## src/hw/rtl/gcd_pkg.sv

```systemverilog
`timescale 1ns / 1ps

package gcd_pkg;

  localparam int NUM_DENOMS = 7;
  localparam int COUNT_W    = 16;
  localparam int AMOUNT_W   = 16;
  localparam int VALUE_W    = 10;
  localparam int IDX_W      = 3;
  localparam int MAGIC_W    = 17;
  localparam int SHIFT_W    = 5;
  localparam int PROD_W     = AMOUNT_W + MAGIC_W;

  typedef logic [IDX_W-1:0] idx_t;

  typedef enum logic [1:0] {
    ACT_INSERT,
    ACT_REMOVE,
    ACT_CHANGE,
    ACT_NONE
  } action_t;

  typedef enum logic [1:0] {
    ST_OK,
    ST_INVALID,
    ST_EMPTY,
    ST_SATURATED
  } status_t;

  typedef enum logic [2:0] {
    S_IDLE,
    S_NOTE,
    S_DIV,
    S_PAY,
    S_FIN
  } state_t;

  // controller to datapath
  typedef struct packed {
    logic load;
    logic note_upd;
    logic div_step;
    logic pay_step;
    logic out_load;
  } cmd_t;

  // datapath to controller
  typedef struct packed {
    logic last_denom;
  } sts_t;

  // face value of each denomination, smallest first
  function automatic logic [VALUE_W-1:0] denom_val(idx_t i);
    logic [VALUE_W-1:0] v;
    case (i)
      3'd0:    v = 10'd1;
      3'd1:    v = 10'd5;
      3'd2:    v = 10'd10;
      3'd3:    v = 10'd50;
      3'd4:    v = 10'd100;
      3'd5:    v = 10'd200;
      3'd6:    v = 10'd500;
      default: v = 10'd1;
    endcase
    return v;
  endfunction

  // reciprocal ceil(2^(16+l)/d), l = ceil(log2 d): exact quotient for 16-bit dividends
  function automatic logic [MAGIC_W-1:0] denom_magic(idx_t i);
    logic [MAGIC_W-1:0] m;
    case (i)
      3'd0:    m = 17'd65536;
      3'd1:    m = 17'd104858;
      3'd2:    m = 17'd104858;
      3'd3:    m = 17'd83887;
      3'd4:    m = 17'd83887;
      3'd5:    m = 17'd83887;
      3'd6:    m = 17'd67109;
      default: m = 17'd65536;
    endcase
    return m;
  endfunction

  function automatic logic [SHIFT_W-1:0] denom_shift(idx_t i);
    logic [SHIFT_W-1:0] s;
    case (i)
      3'd0:    s = 5'd16;
      3'd1:    s = 5'd19;
      3'd2:    s = 5'd20;
      3'd3:    s = 5'd22;
      3'd4:    s = 5'd23;
      3'd5:    s = 5'd24;
      3'd6:    s = 5'd25;
      default: s = 5'd16;
    endcase
    return s;
  endfunction

endpackage

```

## src/hw/rtl/gcd_dp.sv

```systemverilog
`timescale 1ns / 1ps

module gcd_dp import gcd_pkg::*; (
  input  logic                clk,
  input  logic                rst,
  input  cmd_t                cmd,
  output sts_t                sts,
  input  action_t             action,
  input  logic [VALUE_W-1:0]  note_value,
  input  logic [AMOUNT_W-1:0] change_amount,
  output status_t             out_status,
  output logic [COUNT_W-1:0]  out_paid [NUM_DENOMS],
  output logic [AMOUNT_W-1:0] out_unpaid
);

  logic [COUNT_W-1:0]  counts [NUM_DENOMS];
  logic [COUNT_W-1:0]  paid   [NUM_DENOMS];
  action_t             act;
  logic                note_ok;
  idx_t                idx;
  logic [AMOUNT_W-1:0] rem;
  logic [AMOUNT_W-1:0] want;
  status_t             status_r;

  logic                found;
  idx_t                fidx;
  logic [COUNT_W-1:0]  cur;
  logic [COUNT_W-1:0]  take;
  logic [PROD_W-1:0]   prod;
  logic [COUNT_W+VALUE_W-1:0] pay_amt;

  // denomination lookup
  always_comb begin
    found = 1'b0;
    fidx  = '0;
    for (int i = 0; i < NUM_DENOMS; i++) begin
      if (note_value == denom_val(IDX_W'(i))) begin
        found = 1'b1;
        fidx  = IDX_W'(i);
      end
    end
  end

  assign cur     = counts[idx];
  assign prod    = PROD_W'(rem) * PROD_W'(denom_magic(idx));
  assign take    = ({{(AMOUNT_W){1'b0}}, want} < {{(COUNT_W){1'b0}}, cur}) ?
                   COUNT_W'(want) : cur;
  assign pay_amt = (COUNT_W+VALUE_W)'(take) * (COUNT_W+VALUE_W)'(denom_val(idx));
  assign sts.last_denom = (idx == '0);

  // note counts: control state, cleared at reset
  always_ff @(posedge clk) begin
    if (rst) begin
      for (int i = 0; i < NUM_DENOMS; i++) counts[i] <= '0;
    end else if (cmd.note_upd && note_ok) begin
      if (act == ACT_INSERT) begin
        if (cur != '1) counts[idx] <= cur + COUNT_W'(1);
      end else if (cur != '0) begin
        counts[idx] <= cur - COUNT_W'(1);
      end
    end else if (cmd.pay_step) begin
      counts[idx] <= cur - take;
    end
  end

  always_ff @(posedge clk) begin
    if (cmd.load) begin
      act      <= action;
      note_ok  <= found;
      idx      <= (action == ACT_CHANGE) ? IDX_W'(NUM_DENOMS - 1) : fidx;
      rem      <= (action == ACT_CHANGE) ? change_amount : '0;
      status_r <= ST_OK;
      for (int i = 0; i < NUM_DENOMS; i++) paid[i] <= '0;
    end
    if (cmd.note_upd) begin
      if (!note_ok) status_r <= ST_INVALID;
      else if (act == ACT_INSERT && cur == '1) status_r <= ST_SATURATED;
      else if (act == ACT_REMOVE && cur == '0) status_r <= ST_EMPTY;
    end
    if (cmd.div_step) begin
      want <= AMOUNT_W'(prod >> denom_shift(idx));
    end
    if (cmd.pay_step) begin
      rem       <= rem - AMOUNT_W'(pay_amt);
      paid[idx] <= take;
      idx       <= idx - IDX_W'(1);
    end
    if (cmd.out_load) begin
      out_status <= status_r;
      out_paid   <= paid;
      out_unpaid <= rem;
    end
  end

endmodule

```

## src/hw/rtl/gcd_ctrl.sv

```systemverilog
`timescale 1ns / 1ps

module gcd_ctrl import gcd_pkg::*; (
  input  logic    clk,
  input  logic    rst,
  input  logic    s_tvalid,
  output logic    s_tready,
  input  action_t action,
  output logic    m_tvalid,
  input  logic    m_tready,
  output cmd_t    cmd,
  input  sts_t    sts
);

  state_t state, state_next;

  always_ff @(posedge clk) begin
    if (rst) begin
      state    <= S_IDLE;
      m_tvalid <= 1'b0;
    end else begin
      state <= state_next;
      if (cmd.out_load) m_tvalid <= 1'b1;
      else if (m_tready) m_tvalid <= 1'b0;
    end
  end

  always_comb begin
    state_next = state;
    cmd        = '0;
    s_tready   = 1'b0;
    case (state)
      S_IDLE: begin
        s_tready = 1'b1;
        if (s_tvalid) begin
          cmd.load = 1'b1;
          if (action == ACT_INSERT || action == ACT_REMOVE) state_next = S_NOTE;
          else if (action == ACT_CHANGE) state_next = S_DIV;
          else state_next = S_FIN;
        end
      end
      S_NOTE: begin
        cmd.note_upd = 1'b1;
        state_next   = S_FIN;
      end
      S_DIV: begin
        cmd.div_step = 1'b1;
        state_next   = S_PAY;
      end
      S_PAY: begin
        cmd.pay_step = 1'b1;
        state_next   = sts.last_denom ? S_FIN : S_DIV;
      end
      S_FIN: begin
        if (!m_tvalid || m_tready) begin
          cmd.out_load = 1'b1;
          state_next   = S_IDLE;
        end
      end
      default: state_next = S_IDLE;
    endcase
  end

`ifndef SYNTH
  a_busy_after_accept: assert property (@(posedge clk) disable iff (rst)
    (s_tvalid && s_tready) |=> !s_tready)
    else $error("request accepted while previous still in work");

  a_div_then_pay: assert property (@(posedge clk) disable iff (rst)
    (state == S_DIV) |=> (state == S_PAY))
    else $error("quotient step not followed by pay step");

  a_last_pay_finishes: assert property (@(posedge clk) disable iff (rst)
    (state == S_PAY && sts.last_denom) |=> (state == S_FIN))
    else $error("change walk did not end after smallest note");

  a_result_shown: assert property (@(posedge clk) disable iff (rst)
    cmd.out_load |=> m_tvalid)
    else $error("result loaded but not offered");
`endif

endmodule

```

## src/hw/rtl/greedy_change_dispenser_top.sv

```systemverilog
`timescale 1ns / 1ps

// greedy change dispenser: holds a 16-bit count of notes for each of the
// denominations 1, 5, 10, 50, 100, 200 and 500, all zero after reset.
// each request gives exactly one result. insert (action 0) and remove
// (action 1) update the count of their note, then give their result;
// action 3 is ignored and goes straight to its result. pay change
// (action 2) walks the denominations from 500 down to 1, each with a
// reciprocal multiply for the quotient and then a take/multiply/subtract
// step, and then gives its result. the next request is taken as soon as
// the result has moved into the output register, even if the consumer
// has not yet taken it. the result status is in m_tuser; paid counts and
// the unpaid remainder are in m_tdata.

module greedy_change_dispenser_top import gcd_pkg::*; (
  input  logic         clk,
  input  logic         rst,
  input  logic         s_tvalid,
  output logic         s_tready,
  input  logic [31:0]  s_tdata,   // note_value[9:0], change_amount[25:10], zero pad
  input  logic [1:0]   s_tuser,   // action[1:0]
  output logic         m_tvalid,
  input  logic         m_tready,
  output logic [127:0] m_tdata,   // paid_500, paid_200, paid_100, paid_50, paid_10,
                                  // paid_5, paid_1, unpaid_remainder (16 bits each)
  output logic [1:0]   m_tuser    // status[1:0]
);

  cmd_t                cmd;
  sts_t                sts;
  action_t             action;
  status_t             out_status;
  logic [COUNT_W-1:0]  out_paid [NUM_DENOMS];
  logic [AMOUNT_W-1:0] out_unpaid;

  assign action = action_t'(s_tuser);

  // sequencer: accepts a request, steps the datapath, hands off the result
  gcd_ctrl u_ctrl (
    .clk      (clk),
    .rst      (rst),
    .s_tvalid (s_tvalid),
    .s_tready (s_tready),
    .action   (action),
    .m_tvalid (m_tvalid),
    .m_tready (m_tready),
    .cmd      (cmd),
    .sts      (sts)
  );

  // note counts, change arithmetic and output register
  gcd_dp u_dp (
    .clk           (clk),
    .rst           (rst),
    .cmd           (cmd),
    .sts           (sts),
    .action        (action),
    .note_value    (s_tdata[VALUE_W-1:0]),
    .change_amount (s_tdata[VALUE_W +: AMOUNT_W]),
    .out_status    (out_status),
    .out_paid      (out_paid),
    .out_unpaid    (out_unpaid)
  );

  // largest denomination in the lowest bits, unpaid remainder in the top bits
  assign m_tdata = {out_unpaid, out_paid[0], out_paid[1], out_paid[2], out_paid[3],
                    out_paid[4], out_paid[5], out_paid[6]};
  assign m_tuser = out_status;

endmodule
```

## config.mk

```make
export PLATFORM = sky130hd
export DESIGN_NAME = greedy_change_dispenser_top
export DESIGN_NICKNAME = d
export VERILOG_FILES = /design/src/hw/rtl/gcd_pkg.sv /design/src/hw/rtl/gcd_dp.sv /design/src/hw/rtl/gcd_ctrl.sv /design/src/hw/rtl/greedy_change_dispenser_top.sv
export SDC_FILE = /design/constraint.sdc
export NUM_CORES = 1
export LEC_CHECK = 0
export ABC_CLOCK_PERIOD_IN_PS = 10400
export CAP_MARGIN = 20
export CORE_MARGIN = 5
export CORE_UTILIZATION = 51
export DETAILED_ROUTE_END_ITERATION = 10
export DONT_BUFFER_PORTS = 1
export PLACE_DENSITY_LB_ADDON = 0.05
export SLEW_MARGIN = 20
export SYNTH_ARGS = -nofsm -noshare
export SYNTH_HDL_FRONTEND = slang
export SYNTH_SLANG_ARGS = --single-unit
```

## constraint.sdc

```tcl
create_clock -name clk -period 10.4 [get_ports clk]
set_clock_uncertainty 0.15 [all_clocks]
set_input_delay 0.52 -clock clk [delete_from_list [all_inputs] [get_ports clk]]
set_output_delay 0.52 -clock clk [all_outputs]
set_load 0.01 [all_outputs]
```

* Word level (Yosys, flattened, before mapping) *
Memories as Yosys holds them, arrays and structs flattened. A register that Yosys moved wholly into a read port is not among the register bits.
Index checks and enable logic that the tools add are counted.

word-level totals
  bits in registers = 286
  RAM bits = 112
  input bits = 38
  output and inout port bits = 132
  logic and storage cells = 149
  memories kept = 1

operators by class
  add/subtract/negate cells = 5
  $mul = 2
  order comparisons = 3
  equality and inequality tests = 24
  shift-type cells = 1
  mux-type cells = 66
  bitwise logic cells = 3
  reduce and logical (&&, ||, !) cells = 20

memories
  memory       depth  width  read ports  clocked after Yosys merged registers in  wr ports  line          source
  u_dp.counts  7      16     1           1                                        7         gcd_dp.sv:16  logic [COUNT_W-1:0] counts [NUM_DENOMS];

operators by type and width
  cell                                                                   number
  112-bit two-way mux                                                    2
  16-bit two-way mux                                                     8
  112-bit bitwise mux                                                    1
  9-bit one-hot mux with 6 select lines                                  1
  16-bit demux with 3-bit select                                         1
  16-bit one-hot mux with 3 select lines                                 1
  3-bit two-way mux                                                      13
  16-bit by 17-bit multiplier with 33-bit output                         1
  33-bit by 5-bit >> shifter with 16-bit output                          1
  16-bit subtractor                                                      2
  1-bit two-way mux                                                      29
  4-bit one-hot mux with 6 select lines                                  1
  16-bit by 1-bit adder with 16-bit output (second input constant)       1
  16-bit == test (second input constant)                                 1
  16-bit logical NOT                                                     1
  16-bit < comparator                                                    1
  16-bit by 9-bit multiplier with 16-bit output                          1
  16-bit != test (second input constant)                                 1
  16-bit nonzero test                                                    1
  16-bit OR reduction                                                    1
  16-bit by 1-bit subtractor with 16-bit output (second input constant)  1
  3-bit one-hot mux with 5 select lines                                  1
  2-bit two-way mux                                                      7
  3-bit by 2-bit == test with 1-bit output (second input constant)       4
  other kinds (29)                                                       42

* Longest topological paths before layout *
Gate-level depths: netlist of run 1.

  word-level depth = 11
  mapped depth = 39
  gate-level depth less buffers = 32

* Cells and area by module *
Synthesis of run 1 repeated with hierarchy kept, for this count alone.

second synthesis, totals
  cells, all modules = 2643
  area, all modules = 28294.6 um^2

by module, submodules not included
  module    instances  cells an instance  area an instance (um^2)  seq. area each (um^2)
  gcd_dp    1          2618               28058.2                  11070.6
  gcd_ctrl  1          25                 236.5                    80.1

* Worst setup path before layout of run 1 *
Ideal clock, no wire load.

  path type = register to register
  start = register (tool-made name)
  end = register u_dp.rem[14] (data pin)
  library setup time = 0.267 ns
  arrival time = 7.870 ns
  data required time = 9.983 ns
  path slack = 2.113 ns
  stages on the path, launching flop included = 34
  path buffers = 7
  clock period less this slack = 8.287 ns
  path through = dfxtp_1 buf_4 buf_4 buf_2 mux4_2 mux2_2 inv_1 ha_1 a21o_1 a221o_1 a211o_1 a21o_1 buf_6 buf_6 buf_2 a21oi_1 clkbuf_1 nand2_1 fa_1 fa_1 inv_1 ha_1 inv_1 fa_1 fa_1 ha_1 a21oi_1 o21bai_1 a21oi_1 o21ai_0 a2111o_1 a31oi_1 xor2_1 o21ai_0

RTL lines
  what                  line          source
  end signal, assigned  gcd_dp.sv:71  rem <= (action == ACT_CHANGE) ? change_amount : '0;
  end signal, assigned  gcd_dp.sv:84  rem <= rem - AMOUNT_W'(pay_amt);
  end, declared         gcd_dp.sv:21  logic [AMOUNT_W-1:0] rem;

* Final worst setup path of run 1 *
  start = register u_dp.idx[1]
  end = register u_dp.want[5] (data pin)

on the way
  cells in the longest elaborated chain, start to end = 5
  elaborated cells on any way between the ends = 13
  classes of those cells = mul: 1; eq/ne: 6; shift: 1; mux: 3; reduce/logical: 2

RTL lines
  what                                                                       line                          source
  start, declared                                                            gcd_dp.sv:20                  idx_t idx;
  start signal, assigned                                                     gcd_dp.sv:70                  idx <= (action == ACT_CHANGE) ? IDX_W'(NUM_DENOMS - 1) : fidx;
  start signal, assigned                                                     gcd_dp.sv:86                  idx <= idx - IDX_W'(1);
  3-bit by 2-bit == test with 1-bit output (tied with other cells)           gcd_pkg.sv:71, gcd_pkg.sv:86
  3-bit OR reduction (no source line) or 2-bit OR reduction (tied branches)  n/a
  16-bit one-hot mux with 3 select lines                                     gcd_pkg.sv:71                 case (i)
  16-bit by 17-bit multiplier with 33-bit output                             gcd_dp.sv:45                  assign prod = PROD_W'(rem) * PROD_W'(denom_magic(idx));
  33-bit by 5-bit >> shifter with 16-bit output *                            gcd_dp.sv:81                  want <= AMOUNT_W'(prod >> denom_shift(idx));
  end signal, assigned                                                       gcd_dp.sv:81
  end, declared                                                              gcd_dp.sv:22                  logic [AMOUNT_W-1:0] want;

Mark *: on every way between the ends. The rest lies on a longest branch, timed or not. The select of a mux whose other input is x is not followed.
A chain may end at the register's enable or synchronous reset.

==> results of run 1 <==
## cells in the final DEF, fill, tap and decap left out, types with 8 or more instances in the layout
cell type      instances
a21oi_1              103
o21a_1                13
or2_2                 13
dfxtp_1              135
nand3_1               32
clkbuf_1               8
nand2b_1               9
nor4_1                12
mux4_2                37
clkinv_1               9
mux2i_1               13
nor2b_1                9
a31oi_1                8
ha_1                 202
nand2_1              150
a22oi_1                9
o21ai_0               60
inv_1                433
a22o_1               112
dlygate4sd3_1         14
clkbuf_16             46
nor2_1               258
and2_1                27
a21o_1                31
edfxtp_1             280
buf_4                 58
nor3_1                16
nand4_1               17
mux2_2                22
fa_1                 248
nor2_2                12
xor2_1                29
clkinv_2               8
xnor2_1               40
## synthesized netlist by cell type, drive strengths merged (14+ instances only)
cell    number
buf         26
mux2i       14
ha         202
a22o       112
mux2        22
nand4       17
xor2        29
nand2      151
o21ai       67
nand3       32
a21oi      109
dfxtp      137
clkbuf      65
xnor2       41
edfxtp     280
and2        27
fa         248
nor2       270
mux4        38
nor3        20
inv        433
or2         15
a21o        31
## cell families after synthesis
| logic type | Yosys count |
|---|---|
| buffers and inverters | 527 |
| AOI/OAI and AO/OA | 417 |
| DFF | 417 |
| muxes | 74 |
| and+or+nand+nor | 589 |
| xor gates and xnor gates | 71 |
| adders and majority gates | 451 |
## worst paths after layout
check / startpoint / endpoint / slack (ns)
worst max-delay path: u_dp.idx[1] / u_dp.want[5] / 0.79
worst min-delay path: s_tdata[17] / u_dp.rem[7] / 0.03
worst max register to register: u_dp.idx[1] / u_dp.want[5] / 0.79
worst min register to register: u_dp.paid[16] / u_dp.out_paid[16] / 0.28
## critical path: cells and delay by family (launching register included)
family	cells	cell delay (ns)
mux	1	0.22
flops	1	0.53
simple gates	4	1.38
buf+inv	6	0.61
fa+ha+maj	8	3.74
compound gates	9	2.68
## area by class of cell
class	instances	area [um2]
clock buffers	61	1280
clock inverters	25	191
fillers	4789	24200
inverters	436	1640
multi-input cells	1602	15000
flip-flops and latches	417	11200
well taps	704	881
repair buffers	72	576
## through the flow
stage                     worst slack (ns)  utilization [%]
final                                0.795             56.0
after floorplan                       2.11                -
after global routing                0.0848             56.0
after global placement               0.750             53.0
after detailed placement             0.697             53.0
after CTS                            0.683             56.0
## routing by layer
metal	vias up	part of all wire, %
met5	-	0
met1	9506	42
met4	0	3.0
li1	8682	-
met3	125	4.3
met2	567	51
## registers in the layout, indices dropped and copies added, names as in the netlist, named ones only
signal           cells
u_dp.paid          112
u_dp.act             2
u_ctrl.state         3
u_dp.out_unpaid     16
u_dp.out_paid      112
u_dp.rem            16
u_dp.want           16
u_dp.counts        128
u_dp.idx             3
u_ctrl.m_tvalid      1
u_dp.note_ok         1
u_dp.status_r        2
u_dp.out_status      2
## repair_timing
item                                    in CTS  in global routing
hold endpoints to repair                    31                  0
resized for setup                            0                  1
hold buffers                                14                  0
endpoints found under the setup margin       0                  1
==> out/qor.csv, run 1 <==
stage,metric,value,unit
setup_path,Critical Path End Type,register,
timing,Max Fclk,104,MHz
die,full die area,60000,um2
cells_and_area,fin area,30700,um2
logic_synthesis,Synth cell types,86,
drt,Detailed Routing Iterations Pass 1,6,
global_route,busiest grt layer,met2,
placement,dpl cell area,29100,um2
logic_synthesis,Mapped Nets,3034,
logic_synthesis,average size of a mapped cell,11.1,um2
global_route,GRT met2 Usage,45.6,%
logic_synthesis,"Primary FF master, synth",edfxtp_1,
timing,Hold WS,0.0258,ns
cells_and_area,final instance count without filler cells,3317,
clock_network,CTS max path bufs,3,
logic_synthesis,Post-Syn Area,28100,um2
setup_path,cells on worst reg2reg path,28,
timing,Worst Max-Slew Pin Slew,1.11,ns
die,row count,86,
global_route,routing usage on met3,2.49,%
die,chip height,245,um
global_route,vias in the first global route,19900,
worst_hold_path,Hold WC Path Type,in2reg,
clock_network,clk_lat worst skew,0.60,ns
clock_network,Clock Sink Count,417,
logic_synthesis,post-synthesis xor/xnor area fraction,2.29,%
global_route,Overflow after GRT,0,
placement,RePlAce Congestion,0.940,
die,Initial Utilization,51.3,%
logic_synthesis,largest family of logic cells by synthesized area,adder cells,
clock_network,Post-CTS Setup Repair Bufs,0,
setup_path,Most common cell on crit path,fa_1,
timing,max-slew violation count,0,
cells_and_area,Layout area overhead,9.18,%
setup_path,worst path arrival time,9.78,ns
logic_synthesis,adder-cell share of the synthesized area,26.7,%
logic_synthesis,mux share of post-synthesis cell area,4.45,%
logic_synthesis,cell taking the most area after synthesis,edfxtp_1,
worst_hold_path,hold-critical path depth,2,
drt,First DRT Iteration DRCs,1284,
die,Core Region,54900,um2
drt,ANT nets after route,0,
logic_synthesis,"FF+latch count, synth",417,
timing,Sum Neg Setup Slack,0,ns
clock_network,total CTS buffers,46,
timing,slew margin rel.,26.0,%
die,Horiz. Die Dim,245,um
logic_synthesis,Synth Area in Compound Gates,10.4,%
drt,vias,18900,
cells_and_area,antenna cells,0,
global_route,GRT Util Overall,25.6,%
logic_synthesis,yosys synthesis warning count,0,
drt,Total Wirelength,76800,um
global_route,largest net degree at the start of global routing,69,
clock_network,CTS tree,done,
flow_run,maxcap violations,0,
drt,drt wl/cell,23.2,um
global_route,global-route wire length before repair,118000,um
timing,final period utilization,92.4,%
logic_synthesis,simple-gate share of the synthesized area,9.29,%
timing,minimum clock period,9.61,ns
logic_synthesis,ranking of synthesized cells by area,"edfxtp_1, fa_1, dfxtp_1, ha_1, inv_1",
drt,vias per cell,5.69,
global_route,initial antenna violation count,0,
logic_synthesis,"EDFF count, synth",280,
setup_path,startpoint types,register,
run_status,status,"finished, final reports clean",
cells_and_area,Final #Nets,3063,
clock_network,CTS root buf,clkbuf_16,
cells_and_area,share of layout cells above drive strength 1,9.18,%
clock_network,htree depth,2,
placement,HPWL after detailed placement,58200,um
placement,port bufs,0,
logic_synthesis,share of the synthesized area in the top cell type,29.9,%
setup_path,kind of critical path,reg2reg,
logic_synthesis,ys async rst share,0,%
drt,DRC,0,
clock_network,CTS clock-pin slew for the worst setup and hold paths,0.06,ns
placement,placed insts,3217,
timing,RSZ-0062 raised after global routing,false,
setup_path,worst-path fanout max,14,
logic_synthesis,sequential-to-total area share from yosys stat,39.6,%
setup_path,"slowest stage cell, crit path",a2111oi_0,
global_route,GRT met1 Usage,33.5,%
timing,final setup vio count,0,
timing,Final Hold Fails,0,
die,I/O pins,170,
logic_synthesis,Post-Syn Instances,2546,
setup_path,Critical Path RT,10.57,ns
setup_path,max incr delay on CP,0.60,ns
Power of run 1 is left out: the tool's default activity adds up to more than one toggle a clock period on the data nets, which glitch-free logic cannot reach.
==> run 2, diff against run 1 <==
- ABC_AREA: not set -> 1
==> run 2 against run 1 <==
  * Flip-flop and latch count unchanged
  * Non-clock buffer count decreased by 33
  * Sequential share of layout area decreased by 0.52 points
  * Register-to-register slack improved by 0.87 ns
  * Cell area increased by 1.4%
  * Maximum frequency increased by 10%
  * Global-route usage increased by 0.57 points
==> out/qor.csv, run 2 <==
stage,metric,value,unit
run_status,status,"finished, final reports clean",
logic_synthesis,Post-Syn Instances,3124,
logic_synthesis,share of the synthesized area in the top cell type,29.1,%
cells_and_area,"commonest non-fill, non-tap cells in the layout","inv_1, nand2_1, nor2_1, edfxtp_1, fa_1",
timing,Final Hold Fails,0,
clock_network,CTS max path bufs,3,
drt,ANT nets after route,0,
cells_and_area,fillers,5141,
clock_network,Clock Sink Count,417,
setup_path,Critical Path End Type,register,
die,row count,87,
drt,drt wl/cell,20.4,um
logic_synthesis,Synth cell types,58,
clock_network,htree depth,2,
global_route,global-route wire length before repair,124000,um
setup_path,Critical Path RT,10.58,ns
timing,RSZ-0062 raised after global routing,false,
drt,Total Wirelength,79400,um
worst_hold_path,hold-critical path depth,2,
placement,HPWL after detailed placement,60900,um
clock_network,CTS clock-pin slew for the worst setup and hold paths,0.06,ns
drt,First DRT Iteration DRCs,1628,
timing,Max Fclk,115,MHz
worst_hold_path,Worst Hold End,u_dp.rem[0],
global_route,initial antenna violation count,0,
cells_and_area,Reg with most FFs,u_dp.counts,
logic_synthesis,ys async rst share,0,%
logic_synthesis,top-count cell post-synth,inv_1,
placement,port bufs,0,
drt,vias per cell,5.45,
timing,minimum clock period,8.73,ns
cells_and_area,biggest regs,"u_dp.counts (128), u_dp.out_paid (112), u_dp.paid (112)",
timing,slew margin rel.,29.8,%
drt,DRC,0,
setup_path,"slowest stage cell, crit path",nand2_1,
die,I/O pins,170,
global_route,Overflow after GRT,0,
logic_synthesis,Post-synth top cells,"inv_1, nand2_1, nor2_1, edfxtp_1, fa_1",
logic_synthesis,"EDFF count, synth",280,
die,chip height,248,um
setup_path,max incr delay on CP,0.72,ns
drt,vias,21200,
logic_synthesis,Post-Syn Area,28900,um2
cells_and_area,Final #Nets,3592,
logic_synthesis,sequential-to-total area share from yosys stat,38.5,%
logic_synthesis,Mapped Nets,3612,
die,Core Region,56300,um2
clock_network,CTS root buf,clkbuf_16,
logic_synthesis,"FF+latch count, synth",417,
die,Horiz. Die Dim,248,um
logic_synthesis,"Primary FF master, synth",edfxtp_1,
worst_hold_path,worst hold path startpoint,s_tdata[10],
setup_path,worst-path fanout max,27,
logic_synthesis,ranking of synthesized cells by area,"edfxtp_1, fa_1, dfxtp_1, ha_1, inv_1",
clock_network,post-CTS resize count,0,
clock_network,hold buffer count at CTS,8,
cells_and_area,Largest register FFs,128,
flow_run,maxcap violations,0,
placement,RePlAce Congestion,0.919,
cells_and_area,Layout area overhead,7.69,%
timing,final setup vio count,0,
logic_synthesis,average size of a mapped cell,9.26,um2
setup_path,worst path arrival time,8.92,ns
die,Initial Utilization,51.4,%
clock_network,Post-CTS Setup Repair Bufs,0,
global_route,largest net degree at the start of global routing,113,
clock_network,clk_lat worst skew,0.60,ns
clock_network,total CTS buffers,45,
timing,Sum Neg Setup Slack,0,ns
cells_and_area,share of layout cells above drive strength 1,5.99,%
global_route,vias in the first global route,21200,
setup_path,Reg2Reg Setup Slack,1.67,ns
timing,max-slew violation count,0,
setup_path,kind of critical path,reg2reg,
drt,Detailed Routing Iterations Pass 1,6,
setup_path,r2r endpoint,u_dp.rem[15],
global_route,GRT Util Overall,26.2,%
timing,final period utilization,84.0,%
cells_and_area,"commonest non-fill, non-tap cell in the layout",inv_1,
timing,Worst Max-Slew Pin Slew,1.05,ns
setup_path,startpoint types,register,
setup_path,cells on worst reg2reg path,33,
logic_synthesis,yosys synthesis warning count,0,
logic_synthesis,cell taking the most area after synthesis,edfxtp_1,
worst_hold_path,Hold WC Path Type,in2reg,
die,full die area,61600,um2
clock_network,CTS tree,done,
==> run 2: changes by cell type in the layout (fill, tap and decap cells not counted), sizes merged, moves of 25 or more <==
cell and change:
nand2 +210, mux4 -38, o21ai +214, xnor2 -29, nor2 +75, nand3 +206
and2 -25, inv +186, a22o -112, buf -27
==> run 2: kinds of logic (layout without fill, tap and decap cells) <==
logic type	count (synthesis)	in the layout	synth area share, %
adders and majority gates	450	450	25.9
AOI/OAI and AO/OA	482	482	9.35
DFF	417	417	38.5
xor gates and xnor gates	38	38	1.15
and+or+nand+nor	1010	1010	15.2
other	0	1	0
buffers and inverters	727	742	9.89
==> run 2: metrics by stage <==
stage	area (um2)	hold WS [ns]	utilization, %	instances	setup WS, ns
floorplan	28900	0.258	-	3124	1.99
global placement	29600	0.264	52.7	3805	1.80
detailed placement	29600	0.265	52.7	3805	1.66
CTS	31100	0.000565	55.3	3895	1.66
global route	31200	0.0198	55.4	3895	1.10
finish	31200	0.0243	55.4	3896	1.67
==> run 2: how the worst max path moves through the flow <==
| stage | startpoint | end | slack (ns) | cells past startpoint |
|---|---|---|---|---|
| after global routing | register | u_dp.rem[12] | 1.10 | 33 |
| final | register | u_dp.rem[15] | 1.67 | 33 |
| after floorplan | m_tready | u_dp.out_paid[0] | 1.99 | 2 |
| after CTS | register | u_dp.rem[12] | 1.66 | 34 |
| after global placement | register | u_dp.rem[12] | 1.80 | 34 |
| after detailed placement | register | u_dp.rem[14] | 1.66 | 33 |
==> run 2: per-layer routing <==
layer,track usage (%),vias up,share of wire (%)
li1,-,10100,-
met1,37.4,10300,44
met2,41.9,700,46
met3,4.10,129,6.6
met4,7.37,0,3.0
met5,0,-,0
==> run 2: cell type report <==
type	instances	area, um2	area share [%]
tap	756	946	3.03
multi-input combinational	1980	15000	48.1
clock inverter	27	225	0.723
antenna	1	2.50	0.00803
timing repair buffer	39	317	1.02
clock buffer	55	1190	3.83
sequential	417	11200	35.8
inverter	621	2330	7.49
==> run 2: critical path: cells and delay by family (launching register included) <==
family                   cells  cell delay, ns
buffers and inverters        8            1.29
adder cells (fa/ha/maj)      7            3.16
AND/OR/NAND/NOR              9            1.70
AO/OA/AOI/OAI                9            1.83
flip-flops                   1            0.29
Power of run 2 is left out for the same reason.
